File: src/design/orf_pkg.sv
// ============================================================================
// orf_pkg: shared types and constants for the obstacle risk fusion block
// Holds the configuration bundle, message and level codes, and the vision
// code lookup tables.
// ============================================================================
package orf_pkg;

    // Depth window for a usable zone, exclusive at both ends.
    localparam logic [11:0] DEPTH_MIN_MM = 12'd10;
    localparam logic [11:0] DEPTH_MAX_MM = 12'd4000;
    // A frame with fewer valid zones than this counts as bad.
    localparam logic [6:0]  FEW_VALID    = 7'd5;
    localparam logic [6:0]  VALID_SAT    = 7'd127;
    localparam logic [7:0]  BAD_SAT      = 8'd255;
    // Ultrasonic readings at or below this are treated as no echo.
    localparam logic [15:0] ULTRA_MIN_MM = 16'd200;

    // Configuration register indexes.
    localparam logic [2:0] CFG_EMERGENCY    = 3'd0;
    localparam logic [2:0] CFG_DANGER       = 3'd1;
    localparam logic [2:0] CFG_CAUTION      = 3'd2;
    localparam logic [2:0] CFG_OVERHEAD     = 3'd3;
    localparam logic [2:0] CFG_OVERHEAD_HLD = 3'd4;
    localparam logic [2:0] CFG_BAD_MAX      = 3'd5;
    localparam logic [2:0] CFG_REPEAT_HLD   = 3'd6;

    // Risk levels.
    localparam logic [2:0] LVL_NONE     = 3'd0;
    localparam logic [2:0] LVL_LOW      = 3'd1;
    localparam logic [2:0] LVL_MEDIUM   = 3'd2;
    localparam logic [2:0] LVL_HIGH     = 3'd3;
    localparam logic [2:0] LVL_CRITICAL = 3'd4;

    // Message codes.
    localparam logic [4:0] MSG_NONE        = 5'd0;
    localparam logic [4:0] MSG_STOP        = 5'd1;
    localparam logic [4:0] MSG_DESCENT     = 5'd2;
    localparam logic [4:0] MSG_STEP_UP     = 5'd3;
    localparam logic [4:0] MSG_MIND_HEAD   = 5'd4;
    localparam logic [4:0] MSG_OBST_AHEAD  = 5'd5;
    localparam logic [4:0] MSG_CAUTION     = 5'd6;
    localparam logic [4:0] MSG_RED_LIGHT   = 5'd7;
    localparam logic [4:0] MSG_OVERHEAD    = 5'd8;
    localparam logic [4:0] MSG_LATERAL     = 5'd9;
    localparam logic [4:0] MSG_XWALK_END   = 5'd10;
    localparam logic [4:0] MSG_STAIRS_DOWN = 5'd11;
    localparam logic [4:0] MSG_OBJECT      = 5'd12;
    localparam logic [4:0] MSG_PIT         = 5'd13;
    localparam logic [4:0] MSG_BUMP        = 5'd14;
    localparam logic [4:0] MSG_XWALK_NEAR  = 5'd15;
    localparam logic [4:0] MSG_OFF_TACTILE = 5'd16;
    localparam logic [4:0] MSG_GREEN_LIGHT = 5'd17;
    localparam logic [4:0] MSG_STAIRS_UP   = 5'd18;

    // Step codes.
    localparam logic [1:0] STEP_NONE = 2'd0;
    localparam logic [1:0] STEP_DESC = 2'd1;

    // Vision codes.
    localparam logic [3:0] VIS_RED          = 4'd1;
    localparam logic [3:0] VIS_OVERHEAD     = 4'd2;
    localparam logic [3:0] VIS_LATERAL      = 4'd3;
    localparam logic [3:0] VIS_XWALK_END    = 4'd4;
    localparam logic [3:0] VIS_STAIRS_DOWN  = 4'd5;
    localparam logic [3:0] VIS_OBSTACLE     = 4'd6;
    localparam logic [3:0] VIS_PIT          = 4'd7;
    localparam logic [3:0] VIS_BUMP         = 4'd8;
    localparam logic [3:0] VIS_XWALK_NEAR   = 4'd9;
    localparam logic [3:0] VIS_TACTILE_WARN = 4'd10;
    localparam logic [3:0] VIS_OBST_NEAR    = 4'd11;
    localparam logic [3:0] VIS_GREEN        = 4'd12;
    localparam logic [3:0] VIS_STAIRS_UP    = 4'd13;

    // Configuration bundle.
    typedef struct packed {
        logic [11:0] emergency_mm;
        logic [11:0] danger_mm;
        logic [11:0] caution_mm;
        logic [11:0] overhead_mm;
        logic [15:0] overhead_hold_ms;
        logic [7:0]  bad_frames_max;
        logic [15:0] repeat_hold_ms;
    } cfg_t;

    // Risk level for a vision code.
    function automatic logic [2:0] vis_level(input logic [3:0] code);
        logic [2:0] lvl;
        case (code)
            VIS_RED, VIS_OVERHEAD, VIS_LATERAL, VIS_XWALK_END,
            VIS_STAIRS_DOWN, VIS_GREEN:                     lvl = LVL_HIGH;
            VIS_OBSTACLE, VIS_PIT, VIS_BUMP, VIS_XWALK_NEAR,
            VIS_TACTILE_WARN, VIS_OBST_NEAR:                lvl = LVL_MEDIUM;
            VIS_STAIRS_UP:                                  lvl = LVL_LOW;
            default:                                        lvl = LVL_NONE;
        endcase
        return lvl;
    endfunction

    // Message for a vision code.
    function automatic logic [4:0] vis_msg(input logic [3:0] code);
        logic [4:0] msg;
        case (code)
            VIS_RED:          msg = MSG_RED_LIGHT;
            VIS_OVERHEAD:     msg = MSG_OVERHEAD;
            VIS_LATERAL:      msg = MSG_LATERAL;
            VIS_XWALK_END:    msg = MSG_XWALK_END;
            VIS_STAIRS_DOWN:  msg = MSG_STAIRS_DOWN;
            VIS_OBSTACLE:     msg = MSG_OBJECT;
            VIS_PIT:          msg = MSG_PIT;
            VIS_BUMP:         msg = MSG_BUMP;
            VIS_XWALK_NEAR:   msg = MSG_XWALK_NEAR;
            VIS_TACTILE_WARN: msg = MSG_OFF_TACTILE;
            VIS_OBST_NEAR:    msg = MSG_OBJECT;
            VIS_GREEN:        msg = MSG_GREEN_LIGHT;
            VIS_STAIRS_UP:    msg = MSG_STAIRS_UP;
            default:          msg = MSG_NONE;
        endcase
        return msg;
    endfunction

endpackage

File: src/design/orf_if.sv
// ============================================================================
// orf_if: valid/ready channels of the obstacle risk fusion block
// One interface for the zone sample stream and one for the result stream.
// ============================================================================
interface orf_sample_if;
    logic               valid;
    logic               ready;
    logic signed [15:0] zone_mm;
    logic               last_zone;
    logic [15:0]        ultra_mm;
    logic [1:0]         step_code;
    logic [3:0]         vision_code;
    logic [31:0]        now_ms;

    modport source (
        output valid, zone_mm, last_zone, ultra_mm, step_code, vision_code, now_ms,
        input  ready
    );
    modport sink (
        input  valid, zone_mm, last_zone, ultra_mm, step_code, vision_code, now_ms,
        output ready
    );
endinterface

interface orf_result_if;
    logic       valid;
    logic       ready;
    logic [2:0] risk_level;
    logic [4:0] message_code;

    modport source (
        output valid, risk_level, message_code,
        input  ready
    );
    modport sink (
        input  valid, risk_level, message_code,
        output ready
    );
endinterface

File: src/design/orf_cfg_regs.sv
// ============================================================================
// orf_cfg_regs: configuration register file
// Write-only thresholds and hold times, loaded by index from the write port.
// ============================================================================
module orf_cfg_regs (
    input  logic             clk,
    input  logic             rst_n,
    input  logic             cfg_we,
    input  logic [2:0]       cfg_index,
    input  logic [15:0]      cfg_data,
    output orf_pkg::cfg_t    cfg
);

    orf_pkg::cfg_t cfg_reg;
    orf_pkg::cfg_t cfg_next;

    // Decode the write; unknown indexes leave everything as is.
    always_comb
    begin
        cfg_next = cfg_reg;
        if (cfg_we)
        begin
            case (cfg_index)
                orf_pkg::CFG_EMERGENCY:    cfg_next.emergency_mm     = cfg_data[11:0];
                orf_pkg::CFG_DANGER:       cfg_next.danger_mm        = cfg_data[11:0];
                orf_pkg::CFG_CAUTION:      cfg_next.caution_mm       = cfg_data[11:0];
                orf_pkg::CFG_OVERHEAD:     cfg_next.overhead_mm      = cfg_data[11:0];
                orf_pkg::CFG_OVERHEAD_HLD: cfg_next.overhead_hold_ms = cfg_data;
                orf_pkg::CFG_BAD_MAX:      cfg_next.bad_frames_max   = cfg_data[7:0];
                orf_pkg::CFG_REPEAT_HLD:   cfg_next.repeat_hold_ms   = cfg_data;
                default:                   cfg_next = cfg_reg;
            endcase
        end
    end

    // Register file with its default thresholds.
    always_ff @(posedge clk or negedge rst_n)
    begin
        if (!rst_n)
        begin
            cfg_reg.emergency_mm     <= 12'd500;
            cfg_reg.danger_mm        <= 12'd1000;
            cfg_reg.caution_mm       <= 12'd2000;
            cfg_reg.overhead_mm      <= 12'd800;
            cfg_reg.overhead_hold_ms <= 16'd500;
            cfg_reg.bad_frames_max   <= 8'd5;
            cfg_reg.repeat_hold_ms   <= 16'd3000;
        end
        else
        begin
            cfg_reg <= cfg_next;
        end
    end

    assign cfg = cfg_reg;

endmodule

File: src/design/orf_frame.sv
// ============================================================================
// orf_frame: per-frame depth accumulation
// Tracks the nearest valid zone and the valid-zone count, closes the frame on
// the last zone and keeps the saturating bad-frame count.
// ============================================================================
module orf_frame (
    input  logic               clk,
    input  logic               rst_n,
    input  logic               en,
    input  logic signed [15:0] zone_mm,
    input  logic               last_zone,
    input  logic [7:0]         bad_frames_max,
    output logic [11:0]        closest_mm
);

    logic [11:0] nearest_reg, nearest_next;
    logic [6:0]  valid_zones_reg, valid_zones_next;
    logic [7:0]  bad_frames_reg, bad_frames_next;

    logic        zone_ok;
    logic [11:0] nearest_upd;
    logic [6:0]  valid_upd;
    logic [7:0]  bad_upd;

    // Fold the current zone into the running minimum and count.
    always_comb
    begin
        zone_ok = (zone_mm > $signed({4'd0, orf_pkg::DEPTH_MIN_MM}))
               && (zone_mm < $signed({4'd0, orf_pkg::DEPTH_MAX_MM}));
        nearest_upd = nearest_reg;
        if (zone_ok && (zone_mm[11:0] < nearest_reg))
        begin
            nearest_upd = zone_mm[11:0];
        end
        valid_upd = valid_zones_reg;
        if (zone_ok && (valid_zones_reg != orf_pkg::VALID_SAT))
        begin
            valid_upd = valid_zones_reg + 7'd1;
        end
    end

    // Frame close: bad-frame bookkeeping and the depth handed to the decision.
    always_comb
    begin
        if (valid_upd < orf_pkg::FEW_VALID)
        begin
            bad_upd = (bad_frames_reg != orf_pkg::BAD_SAT) ? bad_frames_reg + 8'd1
                                                           : bad_frames_reg;
        end
        else
        begin
            bad_upd = 8'd0;
        end
        if ((bad_upd > bad_frames_max) || (nearest_upd >= orf_pkg::DEPTH_MAX_MM))
        begin
            closest_mm = 12'd0;
        end
        else
        begin
            closest_mm = nearest_upd;
        end
    end

    // Next state: accumulate mid-frame, restart after the last zone.
    always_comb
    begin
        nearest_next     = nearest_reg;
        valid_zones_next = valid_zones_reg;
        bad_frames_next  = bad_frames_reg;
        if (en)
        begin
            if (last_zone)
            begin
                nearest_next     = orf_pkg::DEPTH_MAX_MM;
                valid_zones_next = 7'd0;
                bad_frames_next  = bad_upd;
            end
            else
            begin
                nearest_next     = nearest_upd;
                valid_zones_next = valid_upd;
            end
        end
    end

    always_ff @(posedge clk or negedge rst_n)
    begin
        if (!rst_n)
        begin
            nearest_reg     <= orf_pkg::DEPTH_MAX_MM;
            valid_zones_reg <= 7'd0;
            bad_frames_reg  <= 8'd0;
        end
        else
        begin
            nearest_reg     <= nearest_next;
            valid_zones_reg <= valid_zones_next;
            bad_frames_reg  <= bad_frames_next;
        end
    end

    // A closed frame always restarts from an empty accumulator.
    a_frame_restart: assert property (@(posedge clk) disable iff (!rst_n)
        (en && last_zone) |=> (valid_zones_reg == 7'd0
                               && nearest_reg == orf_pkg::DEPTH_MAX_MM))
        else $error("frame accumulator not cleared after last zone");

endmodule

File: src/design/orf_decide.sv
// ============================================================================
// orf_decide: risk decision and repeat suppression
// Picks one message in priority order, runs the overhead persistence timer and
// drops a message that repeats inside the hold window.
// ============================================================================
module orf_decide (
    input  logic          clk,
    input  logic          rst_n,
    input  logic          en,
    input  orf_pkg::cfg_t cfg,
    input  logic [11:0]   closest_mm,
    input  logic [15:0]   ultra_mm,
    input  logic [1:0]    step_code,
    input  logic [3:0]    vision_code,
    input  logic [31:0]   now_ms,
    output logic [2:0]    risk_level,
    output logic [4:0]    message_code
);

    logic        oh_armed_reg, oh_armed_next;
    logic [31:0] oh_since_reg, oh_since_next;
    logic [4:0]  last_msg_reg, last_msg_next;
    logic [31:0] last_spoken_reg, last_spoken_next;

    logic        have_depth;
    logic        ultra_on;
    logic        oh_cond;
    logic [31:0] oh_since_eff;
    logic [31:0] oh_elapsed;
    logic        oh_fire;
    logic        oh_update;
    logic        oh_armed_upd;
    logic [2:0]  lvl;
    logic [4:0]  msg;
    logic [31:0] since_spoken;
    logic        suppress;

    // Overhead timer: arm on first sight, fire once the hold has passed.
    always_comb
    begin
        have_depth   = closest_mm > orf_pkg::DEPTH_MIN_MM;
        ultra_on     = ultra_mm > orf_pkg::ULTRA_MIN_MM;
        oh_cond      = ultra_on && (ultra_mm < {4'd0, cfg.overhead_mm});
        oh_since_eff = oh_armed_reg ? oh_since_reg : now_ms;
        oh_elapsed   = now_ms - oh_since_eff;
        oh_fire      = oh_cond && (oh_elapsed > {16'd0, cfg.overhead_hold_ms});
        oh_armed_upd = oh_cond && !oh_fire;
    end

    // Priority chain: emergency, step, overhead, ultrasonic zones, vision.
    always_comb
    begin
        oh_update = 1'b0;
        if (have_depth && (closest_mm < cfg.emergency_mm))
        begin
            lvl = orf_pkg::LVL_CRITICAL;
            msg = orf_pkg::MSG_STOP;
        end
        else if (step_code != orf_pkg::STEP_NONE)
        begin
            lvl = orf_pkg::LVL_HIGH;
            msg = (step_code == orf_pkg::STEP_DESC) ? orf_pkg::MSG_DESCENT
                                                    : orf_pkg::MSG_STEP_UP;
        end
        else
        begin
            oh_update = 1'b1;
            if (oh_fire)
            begin
                lvl = orf_pkg::LVL_HIGH;
                msg = orf_pkg::MSG_MIND_HEAD;
            end
            else if (ultra_on && (ultra_mm < {4'd0, cfg.danger_mm}))
            begin
                lvl = orf_pkg::LVL_CRITICAL;
                msg = orf_pkg::MSG_OBST_AHEAD;
            end
            else if ((ultra_mm >= {4'd0, cfg.danger_mm})
                  && (ultra_mm < {4'd0, cfg.caution_mm}))
            begin
                if (have_depth && (closest_mm < cfg.danger_mm))
                begin
                    lvl = orf_pkg::LVL_HIGH;
                    msg = orf_pkg::MSG_OBST_AHEAD;
                end
                else
                begin
                    lvl = orf_pkg::LVL_MEDIUM;
                    msg = orf_pkg::MSG_CAUTION;
                end
            end
            else
            begin
                lvl = orf_pkg::vis_level(vision_code);
                msg = orf_pkg::vis_msg(vision_code);
            end
        end
    end

    // Repeat filter on the chosen message.
    always_comb
    begin
        since_spoken = now_ms - last_spoken_reg;
        suppress = (msg != orf_pkg::MSG_NONE) && (msg == last_msg_reg)
                && (since_spoken < {16'd0, cfg.repeat_hold_ms});
        if (suppress || (msg == orf_pkg::MSG_NONE))
        begin
            risk_level   = orf_pkg::LVL_NONE;
            message_code = orf_pkg::MSG_NONE;
        end
        else
        begin
            risk_level   = lvl;
            message_code = msg;
        end
    end

    // State updates happen only when a frame closes.
    always_comb
    begin
        oh_armed_next    = oh_armed_reg;
        oh_since_next    = oh_since_reg;
        last_msg_next    = last_msg_reg;
        last_spoken_next = last_spoken_reg;
        if (en)
        begin
            if (oh_update)
            begin
                oh_armed_next = oh_armed_upd;
                if (oh_cond)
                begin
                    oh_since_next = oh_since_eff;
                end
            end
            if (message_code != orf_pkg::MSG_NONE)
            begin
                last_msg_next    = message_code;
                last_spoken_next = now_ms;
            end
        end
    end

    always_ff @(posedge clk or negedge rst_n)
    begin
        if (!rst_n)
        begin
            oh_armed_reg    <= 1'b0;
            oh_since_reg    <= 32'd0;
            last_msg_reg    <= orf_pkg::MSG_NONE;
            last_spoken_reg <= 32'd0;
        end
        else
        begin
            oh_armed_reg    <= oh_armed_next;
            oh_since_reg    <= oh_since_next;
            last_msg_reg    <= last_msg_next;
            last_spoken_reg <= last_spoken_next;
        end
    end

    // A suppressed repeat leaves the spoken history untouched.
    a_suppress_hold: assert property (@(posedge clk) disable iff (!rst_n)
        (en && suppress) |=> ($stable(last_msg_reg) && $stable(last_spoken_reg)))
        else $error("suppressed message changed the repeat history");

endmodule

File: src/design/obstacle_risk_fusion.sv
// A zone beat is registered on acceptance; the frame's result is loaded
// into the result register as the last zone leaves the input register,
// which it does only once the result register has room for that result.
// Throughput: one zone beat per cycle; the input register and the result
// register decouple the two sides, so only a last-zone beat waits for a full
// result register. Reset clears all frame, timer and repeat state and loads
// the default thresholds; no clearing pass is needed.
// ============================================================================
// obstacle_risk_fusion: depth, ultrasonic and vision risk fusion
// Streams depth zones into a frame accumulator and, on each frame end,
// issues one risk level and spoken message code.
// ============================================================================
module obstacle_risk_fusion (
    input  logic               clk,
    input  logic               rst_n,
    orf_sample_if.sink         sample,
    orf_result_if.source       result,
    input  logic               cfg_we,
    input  logic [2:0]         cfg_index,
    input  logic [15:0]        cfg_data
);

    orf_pkg::cfg_t cfg;

    // Input register.
    logic               in_valid_reg, in_valid_next;
    logic signed [15:0] zone_reg;
    logic               last_reg;
    logic [15:0]        ultra_reg;
    logic [1:0]         step_reg;
    logic [3:0]         vision_reg;
    logic [31:0]        now_reg;

    // Result register.
    logic               out_valid_reg, out_valid_next;
    logic [2:0]         level_reg;
    logic [4:0]         msg_reg;

    logic               advance;
    logic               take;
    logic               close;
    logic [11:0]        closest_mm;
    logic [2:0]         level_calc;
    logic [4:0]         msg_calc;

    orf_cfg_regs u_cfg (
        .clk       (clk),
        .rst_n     (rst_n),
        .cfg_we    (cfg_we),
        .cfg_index (cfg_index),
        .cfg_data  (cfg_data),
        .cfg       (cfg)
    );

    // A mid-frame beat always moves on; a last beat needs room for its result.
    assign advance      = in_valid_reg && (!last_reg || !out_valid_reg || result.ready);
    assign close        = advance && last_reg;
    assign sample.ready = !in_valid_reg || advance;
    assign take         = sample.valid && sample.ready;

    orf_frame u_frame (
        .clk            (clk),
        .rst_n          (rst_n),
        .en             (advance),
        .zone_mm        (zone_reg),
        .last_zone      (last_reg),
        .bad_frames_max (cfg.bad_frames_max),
        .closest_mm     (closest_mm)
    );

    orf_decide u_decide (
        .clk          (clk),
        .rst_n        (rst_n),
        .en           (close),
        .cfg          (cfg),
        .closest_mm   (closest_mm),
        .ultra_mm     (ultra_reg),
        .step_code    (step_reg),
        .vision_code  (vision_reg),
        .now_ms       (now_reg),
        .risk_level   (level_calc),
        .message_code (msg_calc)
    );

    // Handshake state of both registers.
    always_comb
    begin
        in_valid_next = in_valid_reg;
        if (take)
        begin
            in_valid_next = 1'b1;
        end
        else if (advance)
        begin
            in_valid_next = 1'b0;
        end
        out_valid_next = out_valid_reg;
        if (close)
        begin
            out_valid_next = 1'b1;
        end
        else if (result.ready)
        begin
            out_valid_next = 1'b0;
        end
    end

    always_ff @(posedge clk or negedge rst_n)
    begin
        if (!rst_n)
        begin
            in_valid_reg  <= 1'b0;
            out_valid_reg <= 1'b0;
        end
        else
        begin
            in_valid_reg  <= in_valid_next;
            out_valid_reg <= out_valid_next;
        end
    end

    // Payload capture; no reset needed.
    always_ff @(posedge clk)
    begin
        if (take)
        begin
            zone_reg   <= sample.zone_mm;
            last_reg   <= sample.last_zone;
            ultra_reg  <= sample.ultra_mm;
            step_reg   <= sample.step_code;
            vision_reg <= sample.vision_code;
            now_reg    <= sample.now_ms;
        end
        if (close)
        begin
            level_reg <= level_calc;
            msg_reg   <= msg_calc;
        end
    end

    assign result.valid        = out_valid_reg;
    assign result.risk_level   = level_reg;
    assign result.message_code = msg_reg;

    // A waiting result must not be overwritten by the next frame end.
    a_no_overwrite: assert property (@(posedge clk) disable iff (!rst_n)
        (out_valid_reg && !result.ready && in_valid_reg && last_reg) |-> !advance)
        else $error("result register overwritten while stalled");

    // Silence always carries level none.
    a_silent_level: assert property (@(posedge clk) disable iff (!rst_n)
        (out_valid_reg && msg_reg == orf_pkg::MSG_NONE) |-> (level_reg == orf_pkg::LVL_NONE))
        else $error("nonzero risk level without a message");

    // An empty input register always takes a beat.
    a_empty_ready: assert property (@(posedge clk) disable iff (!rst_n)
        !in_valid_reg |-> sample.ready)
        else $error("input register empty but not ready");

endmodule
File: src/flat_wrapper.sv
// flat-port wrapper written by rule: the top's interface ports become plain ports
module obstacle_risk_fusion_flat 
  (clk, rst_n, cfg_we, cfg_index, cfg_data, sample_valid, sample_zone_mm, sample_last_zone, sample_ultra_mm, sample_step_code, sample_vision_code, sample_now_ms, sample_ready, result_valid, result_risk_level, result_message_code, result_ready);
  orf_sample_if sample_i ();
  orf_result_if result_i ();
  input  logic clk;
  input  logic rst_n;
  input  logic cfg_we;
  input  logic [2:0] cfg_index;
  input  logic [15:0] cfg_data;
  input wire logic [$bits(sample_i.valid)-1:0] sample_valid;
  input wire logic [$bits(sample_i.zone_mm)-1:0] sample_zone_mm;
  input wire logic [$bits(sample_i.last_zone)-1:0] sample_last_zone;
  input wire logic [$bits(sample_i.ultra_mm)-1:0] sample_ultra_mm;
  input wire logic [$bits(sample_i.step_code)-1:0] sample_step_code;
  input wire logic [$bits(sample_i.vision_code)-1:0] sample_vision_code;
  input wire logic [$bits(sample_i.now_ms)-1:0] sample_now_ms;
  output wire logic [$bits(sample_i.ready)-1:0] sample_ready;
  output wire logic [$bits(result_i.valid)-1:0] result_valid;
  output wire logic [$bits(result_i.risk_level)-1:0] result_risk_level;
  output wire logic [$bits(result_i.message_code)-1:0] result_message_code;
  input wire logic [$bits(result_i.ready)-1:0] result_ready;
  assign sample_i.valid = sample_valid;
  assign sample_i.zone_mm = sample_zone_mm;
  assign sample_i.last_zone = sample_last_zone;
  assign sample_i.ultra_mm = sample_ultra_mm;
  assign sample_i.step_code = sample_step_code;
  assign sample_i.vision_code = sample_vision_code;
  assign sample_i.now_ms = sample_now_ms;
  assign sample_ready = sample_i.ready;
  assign result_valid = result_i.valid;
  assign result_risk_level = result_i.risk_level;
  assign result_message_code = result_i.message_code;
  assign result_i.ready = result_ready;
  obstacle_risk_fusion u_core (.clk(clk), .rst_n(rst_n), .sample(sample_i), .result(result_i), .cfg_we(cfg_we), .cfg_index(cfg_index), .cfg_data(cfg_data));
endmodule
File: config.mk
export PLATFORM = sky130hd
export DESIGN_NAME = obstacle_risk_fusion_flat
export DESIGN_NICKNAME = d
export VERILOG_FILES = /design/src/design/orf_pkg.sv /design/src/design/orf_if.sv /design/src/design/orf_cfg_regs.sv /design/src/design/orf_frame.sv /design/src/design/orf_decide.sv /design/src/design/obstacle_risk_fusion.sv /design/src/flat_wrapper.sv
export SDC_FILE = /design/constraint.sdc
export NUM_CORES = 1
export LEC_CHECK = 0
export ABC_CLOCK_PERIOD_IN_PS = 9070
export BUFFER_PORTS_ARGS = -buffer_cell sky130_fd_sc_hd__buf_2
export CAP_MARGIN = 20
export CORE_UTILIZATION = 32
export DETAILED_ROUTE_END_ITERATION = 16
export HOLD_SLACK_MARGIN = 0.02
export PLACE_DENSITY_LB_ADDON = 0.1
export SLEW_MARGIN = 20
export SYNTH_ARGS = -nofsm -noshare
export SYNTH_HDL_FRONTEND = slang
export SYNTH_SLANG_ARGS = --single-unit
File: constraint.sdc
create_clock -name clk -period 9.07 [get_ports clk]
set_clock_uncertainty 0.05 [all_clocks]
set_input_delay 1.814 -clock clk [delete_from_list [all_inputs] [get_ports clk]]
set_output_delay 1.814 -clock clk [all_outputs]
set_load 0.1 [all_outputs]
* Word-level counts from Yosys, hierarchy flattened
Memories as Yosys holds them, arrays and structs flattened. A register that Yosys moved wholly into a read port is not among the register bits. Index checks and enable logic that the tools add are counted. Widths: inputs -> output; s select.
Storage, ports and cells: flip-flop bits (word level) 266, ROM bits 112, input bits 95, logic and storage cells 130, memories 2
Operators by class: add/sub/neg operators 4, order comparisons 16, equal/unequal tests 10, muxes and demuxes 30, reductions and logical operators 43
Memory list:
- (name not given) | words 16, bits a word 5, read ports 1, clocked after Yosys merged registers in 1, wr ports 0, RTL line orf_pkg.sv:102 | case (code)
- (name not given) | words 16, bits a word 2, read ports 1, clocked after Yosys merged registers in 1, wr ports 0, RTL line orf_pkg.sv:88 | case (code)
Operators by type and width (number):
- $sub 32x32->32 | 2
- $lt 16x12->1 | 3
- $lt 12x12->1 | 3
- $mux 12 | 3
- $gt 32x16->1 | 1
- $lt 32x16->1 | 1
- $mux 32 | 1
- $mux 5 | 6
- $reduce_and 2->1 | 10
- $ge 16x12->1 | 1
- $gt 16x5->1 const B | 1
- $gt 16x8->1 const B | 1
- $lt 16x13->1 const B | 1
- $mux 8 | 2
- $logic_and 1x1->1 | 15
- $mux 3 | 5
- $mux 7 | 2
- $ge 12x12->1 const B | 1
- $gt 12x4->1 const B | 1
- $reduce_bool 5->1 | 2
- $eq 3x3->1 const B | 3
- $add 8x1->8 const B | 1
- $gt 8x8->1 | 1
- $mux 1 | 8
- 17 further kinds | 28

* Longest topological paths before layout
Gate-level depths: netlist of run 1.
depth after elaboration 24, depth in mapped cells 36, depth with buffers taken out 31

* Modules after synthesis
A second synthesis of run 1 with hierarchy kept.
Second synthesis, totals: cell total of the unflattened synthesis 1757, area total of the unflattened synthesis 17719.5 µm²
Modules (own cells, without submodules):
- orf_decide | times used 1, cells each 1183, area each 9397.8 µm², seq. area each 1751.7 µm²
- orf_cfg_regs | times used 1, cells each 190, area each 3367.0 µm², seq. area each 2247.2 µm²
- obstacle_risk_fusion | times used 1, cells each 89, area each 2479.9 µm², seq. area each 2422.3 µm²
- orf_frame | times used 1, cells each 295, area each 2474.9 µm², seq. area each 683.2 µm²

* Worst setup path before layout of run 1
Ideal clock, no wire load.
path type flip-flop to flip-flop, start point register u_core.zone_reg[1], end point register u_core.msg_reg[3] (netlist: u_core.result.message_code[3]), data pin, setup time 255 ps, arrival time 6771 ps, data required time 8765 ps, slack 1994 ps, cell stages (with the launch flop) 36, path buffers 6, period minus slack after synthesis 7076 ps, cell sequence edfxtp_1 -> nor4bb_1 -> o311ai_0 -> nand2b_1 -> a21oi_1 -> and4_1 -> clkbuf_1 -> nand3_1 -> o41ai_1 -> o2111ai_1 -> clkbuf_1 -> nor2_1 -> ha_1 -> nor2b_1 -> o21ai_0 -> a31oi_1 -> o22ai_1 -> nand2_1 -> clkbuf_1 -> a21oi_1 -> ha_1 -> a21o_1 -> a21o_1 -> a211oi_1 -> nor2_1 -> nor4b_1 -> o21ai_1 -> nand2b_1 -> nor2_1 -> a2111oi_4 -> o2111ai_2 -> buf_6 -> or2_4 -> buf_6 -> buf_6 -> and3_1
On the way: longest elaborated chain between the ends 22, elaborated cells on any way between the ends 32
Ends and longest elaborated chain:
- start, declared | RTL line obstacle_risk_fusion.sv:27 | logic signed [15:0] zone_reg;
- start signal, assigned | RTL line obstacle_risk_fusion.sv:127 | zone_reg <= sample.zone_mm;
- $gt 16x5->1 or $lt 16x13->1 (tied branches) | RTL line orf_frame.sv:28, orf_frame.sv:29
- $logic_and 1x1->1 (*) | RTL line orf_frame.sv:29 | && (zone_mm < $signed({4'd0, orf_pkg::DEPTH_MAX_MM}));
- $logic_and 1x1->1 (*) | RTL line orf_frame.sv:36 | if (zone_ok && (valid_zones_reg != orf_pkg::VALID_SAT))
- $mux 7 (*) | RTL line orf_frame.sv:36
- $lt 7x3->1 (*) | RTL line orf_frame.sv:45 | if (valid_upd < orf_pkg::FEW_VALID)
- $mux 8 (*) | RTL line orf_frame.sv:45
- named net u_core.u_frame.bad_upd[1] | RTL line orf_frame.sv:23 | logic [7:0] bad_upd;
- $gt 8x8->1 (*) | RTL line orf_frame.sv:54 | if ((bad_upd > bad_frames_max) || (nearest_upd >= orf_pkg::DEPTH_MAX_MM))
- (+8 left out)
- $mux 5 | RTL line orf_decide.sv:59 | else if (step_code != orf_pkg::STEP_NONE)
- $mux 5 (*) | RTL line orf_decide.sv:54 | if (have_depth && (closest_mm < cfg.emergency_mm))
- $eq 5x5->1 or $reduce_bool 5->1 (tied branches) | RTL line orf_decide.sv:104 | suppress = (msg != orf_pkg::MSG_NONE) && (msg == last_msg_reg)
- $logic_and 1x1->1 | RTL line orf_decide.sv:104
- $logic_and 1x1->1 | RTL line orf_decide.sv:105 | && (since_spoken < {16'd0, cfg.repeat_hold_ms});
- $logic_or 1x1->1 | RTL line orf_decide.sv:106 | if (suppress || (msg == orf_pkg::MSG_NONE))
- $mux 5 (*) | RTL line orf_decide.sv:106
- named net u_core.msg_calc[3] | RTL line obstacle_risk_fusion.sv:44 | logic [4:0] msg_calc;
- end signal, assigned | RTL line obstacle_risk_fusion.sv:137 | msg_reg <= msg_calc;
- end, declared | RTL line obstacle_risk_fusion.sv:37 | logic [4:0] msg_reg;
The timed path passes the listed nets; every way through them passes the cells marked *. A chain may end at the register's enable or synchronous reset.

* Final worst setup path of run 1
start point register u_core.zone_reg[1], end point register u_core.msg_reg[4] (netlist: u_core.result.message_code[4]), data pin
Same word-level chain as after synthesis.

==> results.sh, run 1 <==
export IMPL_status="finished, final reports clean"
export IMPL_synth_area_um2=18300
export IMPL_maxCapViolations=0
export IMPL_yosys_area_share_simple=0.149
export IMPL_critPathTopFamily="compound AO/OA/AOI/OAI gates"
export IMPL_synth_cells=2013
export IMPL_setup_viol=0
export IMPL_start_util=0.324
export IMPL_diodes=0
export IMPL_cts_root_buf="clkbuf_16"
export IMPL_tritoncts="built"
export IMPL_synth_seq_cells=273
export IMPL_p_per_area_nw_per_um2=210
export IMPL_finalSetupTns_ns=0
export IMPL_grt_max_degree=100
export IMPL_cp_num_buf_inv=2
export IMPL_cts_resized=0
export IMPL_end_kind="flip-flop"
export IMPL_arrival_ns=8.40
export IMPL_fmax_mhz=123
export IMPL_ys_warnings_count=0
export IMPL_numCtsBuffers=37
export IMPL_std_cell_rows=87
export IMPL_cp_required_ns=9.32
export IMPL_worst_slew_pin_slew_ns=0.972
export IMPL_synthArstFlopShare=0.685
export IMPL_cp_start_kind="flip-flop"
export IMPL_layout_commonest_cell="o21ai_0"
export IMPL_p_sw_w=0.00155
export IMPL_p_clk_frac=0.329
export IMPL_crit_fanout=39
export IMPL_areaGrowthSynthToFinish_pct=14.0
export IMPL_hold_class="reg -> reg"
export IMPL_fin_crit_ns=8.14
export IMPL_cts_max_path_buffers=3
export IMPL_vdd_ir_drop_max_uv=121
export IMPL_crit_top_cell="o21ai_0"
export IMPL_core_area_um2=56500
export IMPL_wl_per_cell_um=19.9
export IMPL_report_final_slew_viol_count=0
export IMPL_io_pins=105
export IMPL_drive_gt1_frac=0.139
export IMPL_hpwlAfterDp_um=42500
export IMPL_relSlewSlack=0.349
export IMPL_htreeDepth=2
export IMPL_synth_mux_area_frac=0.0502
export IMPL_max_stage_delay_ns=0.57
export IMPL_drc_errors=0
export IMPL_p_int_w=0.00285
export IMPL_ant_nets=0
export IMPL_grt_use_total=0.197
export IMPL_synth_cell_types=80
export IMPL_final_cells=2879
export IMPL_die_area_um2=58200
export IMPL_synth_top_family_by_area="compound AO/OA/AOI/OAI gates"
export IMPL_largest_reg_flops=88
export IMPL_cts_hold_buffers=0
export IMPL_place_congestion=0.894
export IMPL_synth_edf_count=79
export IMPL_synth_ff_type="dfrtp_1"
export IMPL_synth_compound_area_frac=0.215
export IMPL_die_h_um=241
export IMPL_syn_nets=2280
export IMPL_die_w_um=241
export IMPL_post_cts_buffers=0
export IMPL_syn_avg_cell_area_um2=9.10
export IMPL_seq_area_frac_synth=0.396
export IMPL_overflow=0
export IMPL_antenna_found_initial=1
export IMPL_hold_viol=0
export IMPL_cts_sinks=273
export IMPL_critPathSlowestCell="or4_4"
export IMPL_seq_power_share=0.359
export IMPL_path_class="reg -> reg"
export IMPL_p_leak_nw=9.05
export IMPL_clk_insertion_delay_late_ns=0.55
export IMPL_timing_final_crit_share=0.898
export IMPL_power_share_switching=0.352
export IMPL_grt_pass1_vias=14900
export IMPL_p_comb_frac=0.311
export IMPL_fin_util=0.370
export IMPL_first_iter_violations=1141
export IMPL_synthXorXnorAreaFrac=0.0182
export IMPL_synth_fa_ha_area_frac=0.119
export IMPL_routed_wl_um=57300
export IMPL_final_cell_mix="o21ai_0 (249), nand2_1 (218), ha_1 (170), inv_1 (169), dfrtp_1 (144)"
export IMPL_clk_pin_slew_ns=0.06
export IMPL_dr_pass1_iters=5
export IMPL_power_w=0.00439
export IMPL_port_buffers=104
export IMPL_final_nets=2361
export IMPL_dp_cells=2811
export IMPL_grt_pass1_wl_um=88200
export IMPL_via_per_inst=5.38
export IMPL_rsz0062_at_grt="false"
export IMPL_num_vias=15500
[final timing paths]
kind / start / to / slack (ns) / depth (start not counted)
max: u_core.zone_reg[1] / u_core.result.message_code[4] / 0.93 / 31
max in group asynchronous: rst_n / u_core.u_frame.nearest_reg[6] / 6.60 / 2
max reg2reg: u_core.zone_reg[1] / u_core.result.message_code[4] / 0.93 / 31
min in group asynchronous: rst_n / u_core.u_cfg.cfg[54] / 1.25 / 1
min reg2reg: u_core.u_decide.oh_since_reg[10] / u_core.u_decide.oh_since_reg[10] / 0.43 / 2
min: u_core.u_decide.oh_since_reg[10] / u_core.u_decide.oh_since_reg[10] / 0.43 / 2
[cell usage after synthesis, drive strengths merged (9+ instances only)]
| cell type | count | area (µm²) |
|---|---|---|
| nand3 | 75 | 375 |
| nor2 | 91 | 342 |
| a21o | 32 | 240 |
| nand2 | 218 | 818 |
| clkbuf | 72 | 270 |
| xnor2 | 14 | 123 |
| a31oi | 9 | 56.3 |
| inv | 171 | 642 |
| o31ai | 17 | 128 |
| xor2 | 24 | 210 |
| o21ai | 258 | 1290 |
| a41o | 34 | 340 |
| and3 | 13 | 81.3 |
| nand2b | 24 | 150 |
| nor3b | 9 | 67.6 |
| dfrtp | 145 | 3630 |
| a21oi | 115 | 576 |
| a211oi | 21 | 158 |
| and2 | 11 | 68.8 |
| buf | 10 | 62.6 |
| dfstp | 42 | 1100 |
| mux2 | 47 | 529 |
| mux2i | 39 | 390 |
| ha | 170 | 2130 |
| o21a | 18 | 135 |
| o2111ai | 9 | 85.1 |
| nor3 | 27 | 135 |
| nor2b | 16 | 100 |
| nor4 | 18 | 113 |
| nand4 | 37 | 231 |
| o211ai | 23 | 173 |
| edfxtp | 79 | 2370 |
[cells by family after synthesis]
kind of cell	after synthesis
AO/OA/AOI/OAI	619
XOR/XNOR	38
adder cells (fa/ha/maj)	173
buffers and inverters	253
flip-flops	273
multiplexers	86
AND/OR/NAND/NOR	571
[final cells by class]
class | instances | area, µm²
clock buffer | 48 | 1040
clock inverter | 20 | 165
fill | 5686 | 35600
inverter | 171 | 643
multi-input combinational | 1487 | 10100
sequential | 273 | 7250
tap | 756 | 946
timing repair buffer | 124 | 704
[worst min-delay path: stages (launching register included)]
cell	delay (ns)
dfrtp_1	0.34
nand2_1	0.05
o21ai_0	0.06
[per-stage QoR]
stage,hold WS [ns],setup slack [ns],cell area [µm²]
6_report,0.432,0.927,20900
5_1_grt,0.455,0.217,20900
4_1_cts,0.435,0.960,20900
3_5_place_dp,0.422,1.00,19700
3_3_place_gp,0.413,1.16,19700
2_1_floorplan,0.400,1.99,18300
[power groups by stage]
stage,registers (W),logic (W),clock network [W]
6_report,0.00158,0.00137,0.00145
3_3_place_gp,0.00160,0.00135,0
4_1_cts,0.00158,0.00137,0.00150
3_5_place_dp,0.00160,0.00136,0
2_1_floorplan,0.00158,0.000964,0
5_1_grt,0.00160,0.00155,0.00153
[metal layers]
layer / GRT usage / wire (µm)
met4: 0.0514 / 1160
met3: 0.0228 / 2440
met1: 0.287 / 28300
met2: 0.307 / 25400
met5: 0 / 0
No activity file was read; power rests on OpenSTA's default activity.
==> inputs of run 2 (changes only) <==
- SYNTH_HIERARCHICAL: default -> 1
==> run 2 against run 1 <==
  * Total power rose by 0.60%
  * Highest routed layer unchanged
  * Die area down 3.2%
  * Largest power group unchanged
  * Critical path depth is 6 lower
  * Area after synthesis down 3.3%
  * First-iteration DRC count down 36%
  * Design area shrank 3.2%
  * Routed wire length decreased by 15%
==> results.sh, run 2 <==
export IMPL_status="finished, final reports clean"
export IMPL_path_class="reg -> reg"
export IMPL_layout_commonest_cell="ha_1"
export IMPL_p_int_w=0.00290
export IMPL_diodes=0
export IMPL_synth_area_um2=17700
export IMPL_synth_seq_cells=266
export IMPL_hold_viol=0
export IMPL_hold_ws_ns=0.428
export IMPL_synth_cells=1757
export IMPL_rrSetupSlack_ns=1.39
export IMPL_p_per_area_nw_per_um2=219
export IMPL_grt_use_total=0.175
export IMPL_post_cts_buffers=0
export IMPL_cts_resized=0
export IMPL_report_final_slew_viol_count=0
export IMPL_synth_most_common_cell="ha_1"
export IMPL_r2r_start="u_core/zone_reg[6]"
export IMPL_drive_gt1_frac=0.185
export IMPL_syn_nets=2026
export IMPL_synth_top_area_frac=0.205
export IMPL_end_kind="flip-flop"
export IMPL_areaGrowthSynthToFinish_pct=14.1
export IMPL_ant_nets=0
export IMPL_final_cells=2584
export IMPL_die_h_um=237
export IMPL_routed_wl_um=48700
export IMPL_cts_hold_buffers=0
export IMPL_first_iter_violations=729
export IMPL_whs_endpoint="u_core/u_decide/oh_since_reg[25]"
export IMPL_hpwlAfterDp_um=36400
export IMPL_die_area_um2=56300
export IMPL_relSlewSlack=0.355
export IMPL_seq_area_frac_synth=0.401
export IMPL_vdd_ir_drop_max_uv=111
export IMPL_arrival_ns=8.08
export IMPL_worst_slew_pin_slew_ns=0.968
export IMPL_clk_insertion_delay_late_ns=0.57
export IMPL_drc_errors=0
export IMPL_place_congestion=0.843
export IMPL_power_share_switching=0.343
export IMPL_htreeDepth=2
export IMPL_overflow=0
export IMPL_timing_final_crit_share=0.847
export IMPL_largest_reg_flops=88
export IMPL_start_util=0.327
export IMPL_setup_viol=0
export IMPL_io_pins=105
export IMPL_r2r_end="u_core/u_decide/last_spoken_reg[5]"
export IMPL_dp_cells=2517
export IMPL_clk_pin_slew_ns=0.06
export IMPL_synthArstFlopShare=0.703
export IMPL_cts_root_buf="clkbuf_16"
export IMPL_p_comb_frac=0.319
export IMPL_synth_area_top_cells="dfrtp_1 (20%), edfxtp_1 (13%), ha_1 (12%), mux2_2 (6.4%), dfstp_2 (6.2%)"
export IMPL_fin_util=0.373
export IMPL_hold_class="reg -> reg"
export IMPL_cts_max_path_buffers=3
export IMPL_grt_pass1_vias=13400
export IMPL_numCtsBuffers=36
export IMPL_die_w_um=237
export IMPL_cp_start_kind="flip-flop"
export IMPL_finalSetupTns_ns=0
export IMPL_p_sw_w=0.00151
export IMPL_p_clk_frac=0.328
export IMPL_seq_power_share=0.353
export IMPL_hold_path_depth=2
export IMPL_maxCapViolations=0
export IMPL_synth_ff_type="dfrtp_1"
export IMPL_fill_cells=5465
export IMPL_final_cell_mix="ha_1 (172), inv_1 (155), dfrtp_1 (144), nand2_1 (142), a21oi_1 (112)"
export IMPL_syn_avg_cell_area_um2=10.1
export IMPL_rsz0062_at_grt="false"
export IMPL_p_leak_nw=8.86
export IMPL_num_vias=13600
export IMPL_fmax_mhz=130
export IMPL_tritoncts="built"
export IMPL_yosys_area_top_type="dfrtp_1"
export IMPL_crit_fanout=37
export IMPL_synth_edf_count=79
export IMPL_cp_required_ns=9.46
export IMPL_cts_sinks=266
export IMPL_synth_cell_types=91
export IMPL_r2r_cells=25
export IMPL_std_cell_rows=85
export IMPL_grt_pass1_wl_um=77500
export IMPL_grt_max_degree=72
export IMPL_synthTopCellsByCount="ha_1 (172), inv_1 (155), dfrtp_1 (145), nand2_1 (142), a21oi_1 (112)"
export IMPL_final_nets=2129
export IMPL_port_buffers=104
export IMPL_antenna_found_initial=2
export IMPL_core_area_um2=54200
export IMPL_fin_crit_ns=7.68
export IMPL_ys_warnings_count=6
export IMPL_dr_pass1_iters=5
export IMPL_wl_per_cell_um=18.9
export IMPL_hold_path_startpoint="u_core/u_decide/oh_since_reg[25]"
export IMPL_via_per_inst=5.27
==> run 2: changes by cell type in the layout (fill, tap and decap cells not counted), sizes merged, moves of 13 or more <==
cell   change
a41o      -33
nor2      -13
nand3     -47
nand2     -76
inv       -17
xnor2     +13
mux2      +79
o21ai    -150
==> run 2: stage by stage <==
stage	worst slack, ns	power (W)	instance area, µm²
3_3_place_gp	1.42	0.00297	19000
3_5_place_dp	1.38	0.00299	19000
6_report	1.39	0.00442	20200
2_1_floorplan	2.29	0.00258	17700
5_1_grt	0.683	0.00474	20200
4_1_cts	1.33	0.00449	20200
==> run 2: worst max path at each step <==
stage	cells past startpoint	end	startpoint	slack, ns
after floorplan	28	u_core/u_decide/last_msg_reg[3]	u_core/u_frame/valid_zones_reg[0]	2.29
after global placement	26	u_core/u_decide/last_spoken_reg[3]	u_core/u_frame/valid_zones_reg[0]	1.42
after detailed placement	25	u_core/u_decide/last_spoken_reg[4]	u_core/zone_reg[6]	1.38
after CTS	25	u_core/u_decide/last_msg_reg[4]	u_core/zone_reg[6]	1.33
after global routing	25	u_core/u_decide/last_spoken_reg[27]	u_core/zone_reg[9]	0.68
final	25	u_core/u_decide/last_spoken_reg[5]	u_core/zone_reg[6]	1.39
==> run 2: critical path: stages, from the launching register on <==
cell,delay [ns]
edfxtp_1,0.53
nor4_1,0.46
o211a_1,0.26
o21ai_0,0.16
and2_1,0.34
a211oi_1,0.44
ha_1,0.31
and3_1,0.17
o21a_1,0.11
o41ai_2,0.20
buf_4,0.30
o211ai_1,0.12
mux2i_1,0.28
ha_1,0.29
a2111oi_0,0.41
o311ai_0,0.19
a211o_1,0.32
nand4_1,0.11
nor3b_1,0.55
o21ai_0,0.19
a2bb2oi_1,0.19
mux2_2,0.19
o2111ai_1,0.17
o311ai_4,0.26
buf_4,0.49
mux2_2,0.40
==> run 2: area by class of cell <==
type / instances / area, µm² / share of cell area
well taps: 696 / 871 / 0.0431
flip-flops and latches: 266 / 7110 / 0.351
inverters: 155 / 582 / 0.0288
multi-input cells: 1281 / 9790 / 0.484
clock buffers: 56 / 1080 / 0.0533
repair buffers: 120 / 662 / 0.0327
clock inverters: 10 / 134 / 0.00662
==> run 2: cells by family (layout without fill, tap and decap cells) <==
group                    count (synthesis)  in the layout  share of synthesized area
AO/OA/AOI/OAI                          452            452                      0.172
AND/OR/NAND/NOR                        431            431                      0.123
flip-flops                             266            266                      0.401
buffers and inverters                  210            341                     0.0478
multiplexers                           177            177                      0.109
adder cells (fa/ha/maj)                174            174                      0.124
XOR/XNOR                                47             47                     0.0232
==> run 2: power groups by stage <==
stage | registers, W | clock network (W) | logic (W)
2_1_floorplan | 0.00157 | 0 | 0.00101
3_3_place_gp | 0.00158 | 0 | 0.00139
5_1_grt | 0.00159 | 0.00155 | 0.00160
4_1_cts | 0.00156 | 0.00151 | 0.00142
6_report | 0.00156 | 0.00145 | 0.00141
3_5_place_dp | 0.00158 | 0 | 0.00141
==> run 2: layer usage <==
metal,part of all wire,GRT usage
met2,0.42,0.259
met4,0.019,0.0420
met3,0.035,0.0265
met1,0.53,0.264
met5,0,0
